File: src/rtl/core/cts_pkg.sv
// Shared types and constants for the connection transport sequencer.
// No dependencies; imported by every module of the block.
package cts_pkg;

   // Request queue depth and the width of the count of unsent requests
   localparam int QUEUE_DEPTH = 16;
   localparam int CNT_W       = $clog2(QUEUE_DEPTH + 1);

   // Result queue sizing (up to two beats in per event, one out per cycle while rsp_ready is high)
   localparam int RQ_DEPTH = 4;
   localparam int RQ_PTR_W = $clog2(RQ_DEPTH);
   localparam int RQ_CNT_W = $clog2(RQ_DEPTH + 1);

   // Configuration register indexes
   localparam logic [1:0] CSR_IDLE_TIMEOUT = 2'd0;
   localparam logic [1:0] CSR_ACK_TIMEOUT  = 2'd1;
   localparam logic [1:0] CSR_MAX_REPEATS  = 2'd2;

   // Configuration reset values
   localparam logic [15:0] IDLE_TIMEOUT_RST = 16'd6000;
   localparam logic [15:0] ACK_TIMEOUT_RST  = 16'd3000;
   localparam logic [2:0]  MAX_REPEATS_RST  = 3'd3;

   typedef enum logic [3:0] {
      OP_START      = 4'd0,
      OP_RX_DISC    = 4'd1,
      OP_RX_CONNECT = 4'd2,
      OP_RX_DATA    = 4'd3,
      OP_RX_NACK    = 4'd4,
      OP_RX_ACK     = 4'd5,
      OP_RX_OTHER   = 4'd6,
      OP_SEND_REQ   = 4'd7,
      OP_TICK       = 4'd8,
      OP_STOP       = 4'd9
   } opcode_type;

   typedef enum logic [2:0] {
      ACT_CONNECT    = 3'd0,
      ACT_DISCONNECT = 3'd1,
      ACT_ACK        = 3'd2,
      ACT_DATA       = 3'd3,
      ACT_DELIVER    = 3'd4,
      ACT_END        = 3'd5,
      ACT_DROPPED    = 3'd6
   } action_type;

   typedef enum logic [1:0] {
      MODE_CLOSED = 2'd0,
      MODE_IDLE   = 2'd1,
      MODE_WAIT   = 2'd2
   } mode_type;

   // One result beat
   typedef struct packed {
      action_type  action;
      logic [3:0]  seq_out;
      logic [1:0]  delivered_byte;
      logic        last;
   } rsp_type;

   // Results produced by one event, handed to the result queue
   typedef struct packed {
      logic [1:0] count;
      rsp_type    r0;
      rsp_type    r1;
   } push_type;

   function automatic rsp_type mk_rsp(action_type act, logic [3:0] seq, logic [1:0] byte_v);
      rsp_type r;
      r.action         = act;
      r.seq_out        = seq;
      r.delivered_byte = byte_v;
      r.last           = 1'b0;
      return r;
   endfunction

endpackage

File: src/rtl/core/cts_engine.sv
// Connection state, configuration registers and the per-event decision logic.
// Depends on cts_pkg.
module cts_engine
   import cts_pkg::*;
(
   input  logic        clock,
   input  logic        reset,
   input  logic        fire,
   input  logic [3:0]  opcode,
   input  logic [3:0]  rx_seq,
   input  logic [7:0]  rx_first_byte,
   input  logic        deliver_room,
   input  logic        csr_we,
   input  logic [1:0]  csr_index,
   input  logic [15:0] csr_wdata,
   output push_type    push
);

   // configuration
   logic [15:0] idle_to_ff, ack_to_ff;
   logic [2:0]  max_rep_ff;

   // connection state
   mode_type         mode_ff, mode_in;
   logic [3:0]       send_seq_ff, send_seq_in;
   logic [3:0]       recv_seq_ff, recv_seq_in;
   logic [2:0]       rep_ff, rep_in;
   logic [15:0]      timer_ff, timer_in;
   logic [CNT_W-1:0] unsent_ff, unsent_in;
   logic             await_ff, await_in;

   // decision scratch
   opcode_type     op;
   logic           open;
   logic           do_close, do_repeat, do_send;
   logic [3:0]     prev_seq;
   logic [CNT_W:0] occupancy;
   logic [1:0]     n;
   rsp_type        res [2];

   // configuration writes
   always_ff @(posedge clock) begin
      if (reset) begin
         idle_to_ff <= IDLE_TIMEOUT_RST;
         ack_to_ff  <= ACK_TIMEOUT_RST;
         max_rep_ff <= MAX_REPEATS_RST;
      end else if (csr_we) begin
         unique case (csr_index)
            CSR_IDLE_TIMEOUT: idle_to_ff <= csr_wdata;
            CSR_ACK_TIMEOUT:  ack_to_ff  <= csr_wdata;
            CSR_MAX_REPEATS:  max_rep_ff <= csr_wdata[2:0];
            default: ;
         endcase
      end
   end

   // state registers
   always_ff @(posedge clock) begin
      if (reset) begin
         mode_ff     <= MODE_CLOSED;
         send_seq_ff <= '0;
         recv_seq_ff <= '0;
         rep_ff      <= '0;
         timer_ff    <= '0;
         unsent_ff   <= '0;
         await_ff    <= 1'b0;
      end else begin
         mode_ff     <= mode_in;
         send_seq_ff <= send_seq_in;
         recv_seq_ff <= recv_seq_in;
         rep_ff      <= rep_in;
         timer_ff    <= timer_in;
         unsent_ff   <= unsent_in;
         await_ff    <= await_in;
      end
   end

   // next state and result beats for the event in the input register
   always_comb begin
      mode_in     = mode_ff;
      send_seq_in = send_seq_ff;
      recv_seq_in = recv_seq_ff;
      rep_in      = rep_ff;
      timer_in    = timer_ff;
      unsent_in   = unsent_ff;
      await_in    = await_ff;
      do_close    = 1'b0;
      do_repeat   = 1'b0;
      do_send     = 1'b0;
      n           = 2'd0;
      res[0]      = mk_rsp(ACT_CONNECT, 4'd0, 2'd0);
      res[1]      = mk_rsp(ACT_CONNECT, 4'd0, 2'd0);
      op          = opcode_type'(opcode);
      open        = (mode_ff != MODE_CLOSED);
      prev_seq    = recv_seq_ff - 4'd1;
      occupancy   = {1'b0, unsent_ff} + {{CNT_W{1'b0}}, await_ff};

      if (fire) begin
         // primary event handling
         if (op == OP_START) begin
            if (!open) begin
               mode_in     = MODE_IDLE;
               send_seq_in = '0;
               recv_seq_in = '0;
               rep_in      = '0;
               timer_in    = idle_to_ff;
               res[n[0]]   = mk_rsp(ACT_CONNECT, 4'd0, 2'd0);
               n           = n + 2'd1;
               do_send     = 1'b1;
            end
         end else if (op == OP_SEND_REQ) begin
            if (occupancy >= (CNT_W+1)'(QUEUE_DEPTH)) begin
               res[n[0]] = mk_rsp(ACT_DROPPED, 4'd0, 2'd0);
               n         = n + 2'd1;
            end else begin
               unsent_in = unsent_ff + CNT_W'(1);
               do_send   = 1'b1;
            end
         end else if (open) begin
            unique case (op)
               OP_RX_DISC, OP_RX_CONNECT, OP_STOP: do_close = 1'b1;
               OP_RX_DATA: begin
                  if (rx_seq == recv_seq_ff) begin
                     if (deliver_room) begin
                        res[0]      = mk_rsp(ACT_DELIVER, 4'd0, rx_first_byte[1:0]);
                        res[1]      = mk_rsp(ACT_ACK, recv_seq_ff, 2'd0);
                        n           = 2'd2;
                        recv_seq_in = recv_seq_ff + 4'd1;
                     end
                     if (mode_ff == MODE_IDLE) timer_in = idle_to_ff;
                  end else if (rx_seq == prev_seq) begin
                     res[0] = mk_rsp(ACT_ACK, rx_seq, 2'd0);
                     n      = 2'd1;
                     if (mode_ff == MODE_IDLE) timer_in = idle_to_ff;
                  end else begin
                     do_close = 1'b1;
                  end
               end
               OP_RX_NACK: begin
                  if (rx_seq == send_seq_ff && mode_ff == MODE_WAIT && await_ff &&
                      rep_ff < max_rep_ff) begin
                     do_repeat = 1'b1;
                  end else begin
                     do_close = 1'b1;
                  end
               end
               OP_RX_ACK: begin
                  if (rx_seq == send_seq_ff && mode_ff == MODE_WAIT) begin
                     timer_in    = idle_to_ff;
                     mode_in     = MODE_IDLE;
                     await_in    = 1'b0;
                     send_seq_in = send_seq_ff + 4'd1;
                     do_send     = 1'b1;
                  end else begin
                     do_close = 1'b1;
                  end
               end
               OP_TICK: begin
                  if (timer_ff > 16'd1) begin
                     timer_in = timer_ff - 16'd1;
                  end else begin
                     timer_in = '0;
                     if (mode_ff == MODE_WAIT && rep_ff < max_rep_ff) do_repeat = 1'b1;
                     else do_close = 1'b1;
                  end
               end
               default: ;
            endcase
         end

         // close the link: disconnect, then end marker if there is room
         if (do_close) begin
            mode_in   = MODE_CLOSED;
            await_in  = 1'b0;
            timer_in  = '0;
            res[n[0]] = mk_rsp(ACT_DISCONNECT, 4'd0, 2'd0);
            n         = n + 2'd1;
            if (deliver_room) begin
               res[n[0]] = mk_rsp(ACT_END, 4'd0, 2'd0);
               n         = n + 2'd1;
            end
         end

         // repeat the unacknowledged frame
         if (do_repeat) begin
            rep_in    = rep_ff + 3'd1;
            timer_in  = ack_to_ff;
            res[n[0]] = mk_rsp(ACT_DATA, send_seq_ff, 2'd0);
            n         = n + 2'd1;
         end

         // send the next queued request when idle
         if (do_send && mode_in == MODE_IDLE && unsent_in != '0) begin
            unsent_in = unsent_in - CNT_W'(1);
            await_in  = 1'b1;
            rep_in    = '0;
            mode_in   = MODE_WAIT;
            timer_in  = ack_to_ff;
            res[n[0]] = mk_rsp(ACT_DATA, send_seq_in, 2'd0);
            n         = n + 2'd1;
         end
      end

      // mark the final beat of this event
      res[0].last = (n == 2'd1);
      res[1].last = 1'b1;
      push.count  = n;
      push.r0     = res[0];
      push.r1     = res[1];
   end

endmodule

File: src/rtl/core/cts_rsp_queue.sv
// Result queue: takes up to two beats per event, hands out one beat per cycle while rsp_ready is high.
// Depends on cts_pkg.
module cts_rsp_queue
   import cts_pkg::*;
(
   input  logic     clock,
   input  logic     reset,
   input  push_type push,
   output logic     room,
   output logic     rsp_valid,
   input  logic     rsp_ready,
   output rsp_type  rsp_beat
);

   rsp_type             entry_ff [RQ_DEPTH];
   logic [RQ_PTR_W-1:0] wr_ptr_ff, wr_ptr_in;
   logic [RQ_PTR_W-1:0] rd_ptr_ff, rd_ptr_in;
   logic [RQ_CNT_W-1:0] count_ff, count_in;
   logic                pop;

   // room for a full event's worth of beats
   assign room      = (count_ff <= RQ_CNT_W'(RQ_DEPTH - 2));
   assign rsp_valid = (count_ff != '0);
   assign rsp_beat  = entry_ff[rd_ptr_ff];
   assign pop       = rsp_valid && rsp_ready;

   // pointer and count update
   always_comb begin
      wr_ptr_in = wr_ptr_ff + RQ_PTR_W'(push.count);
      rd_ptr_in = rd_ptr_ff + RQ_PTR_W'(pop);
      count_in  = count_ff + RQ_CNT_W'(push.count) - RQ_CNT_W'(pop);
   end

   always_ff @(posedge clock) begin
      if (reset) begin
         wr_ptr_ff <= '0;
         rd_ptr_ff <= '0;
         count_ff  <= '0;
      end else begin
         wr_ptr_ff <= wr_ptr_in;
         rd_ptr_ff <= rd_ptr_in;
         count_ff  <= count_in;
      end
   end

   // entry writes
   always_ff @(posedge clock) begin
      if (push.count != 2'd0) entry_ff[wr_ptr_ff] <= push.r0;
      if (push.count == 2'd2) entry_ff[wr_ptr_ff + RQ_PTR_W'(1)] <= push.r1;
   end

endmodule

File: src/rtl/core/connection_transport_sequencer_top.sv
// Top level of the connection transport sequencer: input register, engine, result queue.
// Depends on cts_pkg, cts_engine and cts_rsp_queue.
//
// One event per cycle while the result queue has room: an accepted event lands in an input
// register and is decided by the engine once the queue has room for its beats; the engine
// updates the connection state and queues zero, one or two result beats in a four-entry
// result queue. Events are taken back to back as long as the queue has room for two beats;
// results leave at one beat per cycle while rsp_ready is high, so a stream of events that
// each cause two beats is throttled to the rate at which its beats leave. Configuration writes
// take effect at the next edge and are expected only while no event is in flight.
module connection_transport_sequencer_top
   import cts_pkg::*;
(
   input  logic        clock,
   input  logic        reset,
   input  logic        req_valid,
   output logic        req_ready,
   input  logic [3:0]  req_opcode,
   input  logic [3:0]  req_rx_seq,
   input  logic [7:0]  req_rx_first_byte,
   input  logic        req_deliver_room,
   output logic        rsp_valid,
   input  logic        rsp_ready,
   output logic [2:0]  rsp_action,
   output logic [3:0]  rsp_seq_out,
   output logic [1:0]  rsp_delivered_byte,
   output logic        rsp_last,
   input  logic        csr_we,
   input  logic [1:0]  csr_index,
   input  logic [15:0] csr_wdata
);

   logic       in_valid_ff;
   logic [3:0] opcode_ff, rx_seq_ff;
   logic [7:0] first_byte_ff;
   logic       room_bit_ff;
   logic       fire, room;
   push_type   push;
   rsp_type    rsp_beat;

   // the held event is decided when the result queue can take its beats
   assign fire      = in_valid_ff && room;
   assign req_ready = !in_valid_ff || fire;

   always_ff @(posedge clock) begin
      if (reset) in_valid_ff <= 1'b0;
      else if (req_ready) in_valid_ff <= req_valid;
   end

   // input payload register
   always_ff @(posedge clock) begin
      if (req_valid && req_ready) begin
         opcode_ff     <= req_opcode;
         rx_seq_ff     <= req_rx_seq;
         first_byte_ff <= req_rx_first_byte;
         room_bit_ff   <= req_deliver_room;
      end
   end

   cts_engine u_engine (
      .clock         (clock),
      .reset         (reset),
      .fire          (fire),
      .opcode        (opcode_ff),
      .rx_seq        (rx_seq_ff),
      .rx_first_byte (first_byte_ff),
      .deliver_room  (room_bit_ff),
      .csr_we        (csr_we),
      .csr_index     (csr_index),
      .csr_wdata     (csr_wdata),
      .push          (push)
   );

   cts_rsp_queue u_rsp_queue (
      .clock     (clock),
      .reset     (reset),
      .push      (push),
      .room      (room),
      .rsp_valid (rsp_valid),
      .rsp_ready (rsp_ready),
      .rsp_beat  (rsp_beat)
   );

   assign rsp_action         = rsp_beat.action;
   assign rsp_seq_out        = rsp_beat.seq_out;
   assign rsp_delivered_byte = rsp_beat.delivered_byte;
   assign rsp_last           = rsp_beat.last;

endmodule
File: config.mk
export PLATFORM = sky130hd
export DESIGN_NAME = connection_transport_sequencer_top
export DESIGN_NICKNAME = d
export VERILOG_FILES = /design/src/rtl/core/cts_pkg.sv /design/src/rtl/core/cts_engine.sv /design/src/rtl/core/cts_rsp_queue.sv /design/src/rtl/core/connection_transport_sequencer_top.sv
export SDC_FILE = /design/constraint.sdc
export NUM_CORES = 1
export LEC_CHECK = 0
export BUFFER_PORTS_ARGS = -buffer_cell sky130_fd_sc_hd__buf_4
export CORE_AREA = 2 2 165 167
export CTS_BUF_LIST = sky130_fd_sc_hd__clkbuf_16
export DETAILED_ROUTE_END_ITERATION = 10
export DIE_AREA = 0 0 167 169
export PLACE_DENSITY = 0.51
export REMOVE_ABC_BUFFERS = 1
export SLEW_MARGIN = 20
export SYNTH_ARGS = -nofsm -noshare
export SYNTH_HDL_FRONTEND = slang
export SYNTH_HIERARCHICAL = 1
export SYNTH_SLANG_ARGS = --single-unit
File: constraint.sdc
create_clock -name clock -period 6.37 [get_ports clock]
set_input_delay 0.637 -clock clock [delete_from_list [all_inputs] [get_ports clock]]
set_output_delay 0.637 -clock clock [all_outputs]
set_load 0.01 [all_outputs]
==> results_dict.tcl <==
set metrics [dict create \
    status "complete, no violations" \
    postCtsSetupBuffers 0 \
    worst_slew_pin_slew_ns 0.914 \
    fin_worst_skew_ns 0.0105 \
    initial_utilization 0.289 \
    critPathMaxFanout 17 \
    fin_crit_ns 4.99 \
    htreeDepth 4 \
    criticalPathCategory "reg2reg" \
    endpoint_kind "flip-flop" \
    finalNonFillerCells 1142 \
    vias_per_cell 4.97 \
    rsz0062_at_grt "no" \
    dpl_cell_area_um2 8200 \
    hpwl_um 12500 \
    worstPathRequired_ns 6.49 \
    grt_overflow_total 0 \
    ant_nets 0 \
    rows 60 \
    pwr-share-clk 0.441 \
    dp_cells 1111 \
    fin_ws_ns 1.38 \
    final_area_um2 8770 \
    coreArea_um2 26500 \
    power.internal_mw 1.64 \
    p_total_mw 2.19 \
    fp.dieW_um 167 \
    post-place-ws_ns 1.32 \
    io_pins 52 \
    worstHoldPathType "in2reg" \
    hold_viol 0 \
    grtUsageTotal 0.136 \
    power_frac_seq 0.428 \
    clk_pin_slew_ns 0.06 \
    ir_drop_mv 0.115 \
    root_buffer "clkbuf_16" \
    areaGrowthSynthToFinish_pct 14.3 \
    cts_hold_buf 0 \
    clock-sinks 129 \
    grt_antenna_before_repair 0 \
    cts_inserted_buffers 17 \
    route.vias.total 5678 \
    finalMaxSlewViolations 0 \
    crit_arrival_ns 5.11 \
    finalCritPeriodShare 0.783 \
    cts_resized 0 \
    nNetsFinal 848 \
    setup_viol 0 \
    p_per_area_nw_per_um2 250 \
    filler_cell_count 2731 \
    port-buffer-count 45 \
    syn_area_um2 7670 \
    switching_power_mw 0.554 \
    comb_power_share 0.132 \
    finalSetupTns_ns 0 \
    die_area_um2 28200 \
    cts_tree "built" \
    slew_headroom 0.388 \
    avgSynthCellArea_um2 9.99 \
    synthCells 768 \
    grt_first_pass_wirelength_um 30400 \
    drive_above_1_share 0.203 \
    fmax_mhz 200 \
    setup.worst_path.start_class "flip-flop" \
    clk_latency_ns 0.42 \
    yosysWarnings 6 \
    wirelength_um 18800 \
    wl_per_cell_um 16.5 \
    gp_congestion 0.745 \
    drv_cap 0 \
    drtPass1Iterations 7 \
    cts_buffer_depth 2 \
    fin_hold_ws_ns 0.396 \
    fp.dieH_um 169 \
    drcViolationCount 0 \
    switching_share 0.253 \
    grt_max_degree 60 \
    diodes 0 \
    grt_pass1_vias 5528 \
    first_iter_violations 343 \
    final_util 0.331 \
    power.leakage_nw 3.37 \
]
worst max-delay path, cell delays in order, from the launching register on:
cell	delay, ns
edfxtp_1	0.56
nand4b_4	0.28
a311oi_4	0.52
mux2_2	0.28
inv_1	0.07
ha_1	0.18
nand2_1	0.10
a21oi_4	0.05
a21oi_4	0.45
nand2_1	0.20
o2bb2ai_1	0.59
nand4b_1	0.88
o31ai_1	0.28
buf_4	0.25
layout by cell type, fill, tap and decap left out, types with 6 or more instances in the layout:
cell / count
nand2_1: 119
dfxtp_1: 78
buf_4: 55
edfxtp_1: 51
nor2_1: 41
nand3_1: 37
a21oi_1: 36
o21ai_0: 27
inv_1: 20
xnor2_1: 19
ha_1: 18
mux2_4: 18
clkbuf_16: 17
nor3_1: 17
mux2_1: 14
and3_1: 13
mux2_2: 13
xor2_1: 12
o31ai_1: 12
a31oi_1: 10
mux4_2: 10
nor4_1: 9
nor2b_1: 9
mux2i_1: 9
and2_1: 7
nand4_1: 7
nand3b_1: 7
a311oi_2: 7
or3_1: 6
area by class of cell:
type | instances | area, µm² | share of cell area
clock inverter | 14 | 150 | 0.0171
timing repair buffer | 55 | 413 | 0.0471
sequential | 129 | 3090 | 0.353
clock buffer | 17 | 425 | 0.0485
tap | 341 | 427 | 0.0486
inverter | 19 | 72.6 | 0.00827
multi-input combinational | 567 | 4190 | 0.478
layer usage:
layer	share of wire	track usage	up-vias
li1	-	-	2841
met1	0.49	0.185	2722
met2	0.47	0.222	103
met3	0.035	0.0281	12
met4	0.0087	0.0326	0
met5	0	0	-
state kept, by name (all words and copies together) (netlist names), 5 cells and up:
name / flops
u_engine/timer_ff: 16
u_engine/ack_to_ff: 16
u_engine/unsent_ff: 5
u_rsp_queue/entry_ff: 40
u_engine/idle_to_ff: 16
power groups by stage:
| stage | combinational [mW] | sequential [mW] | clock, mW |
|---|---|---|---|
| 2_1_floorplan | 0.197 | 0.937 | 0 |
| 3_3_place_gp | 0.292 | 0.955 | 0 |
| 3_5_place_dp | 0.291 | 0.955 | 0 |
| 4_1_cts | 0.293 | 0.938 | 0.983 |
| 5_1_grt | 0.319 | 0.943 | 1.02 |
| 6_report | 0.288 | 0.936 | 0.966 |
final timing paths:
path                                             start                    endpoint  slack (ns)  depth (start not counted)
worst max-delay path                      opcode_ff[3]  u_rsp_queue/entry_ff[0][2]        1.38                         13
worst max register to register            opcode_ff[3]  u_rsp_queue/entry_ff[0][2]        1.38                         13
worst min-delay path                  req_deliver_room                 room_bit_ff        0.40                          1
worst min register to register  u_engine/ack_to_ff[13]      u_engine/ack_to_ff[13]        0.45                          2
(Power assumes the default switching activity.)
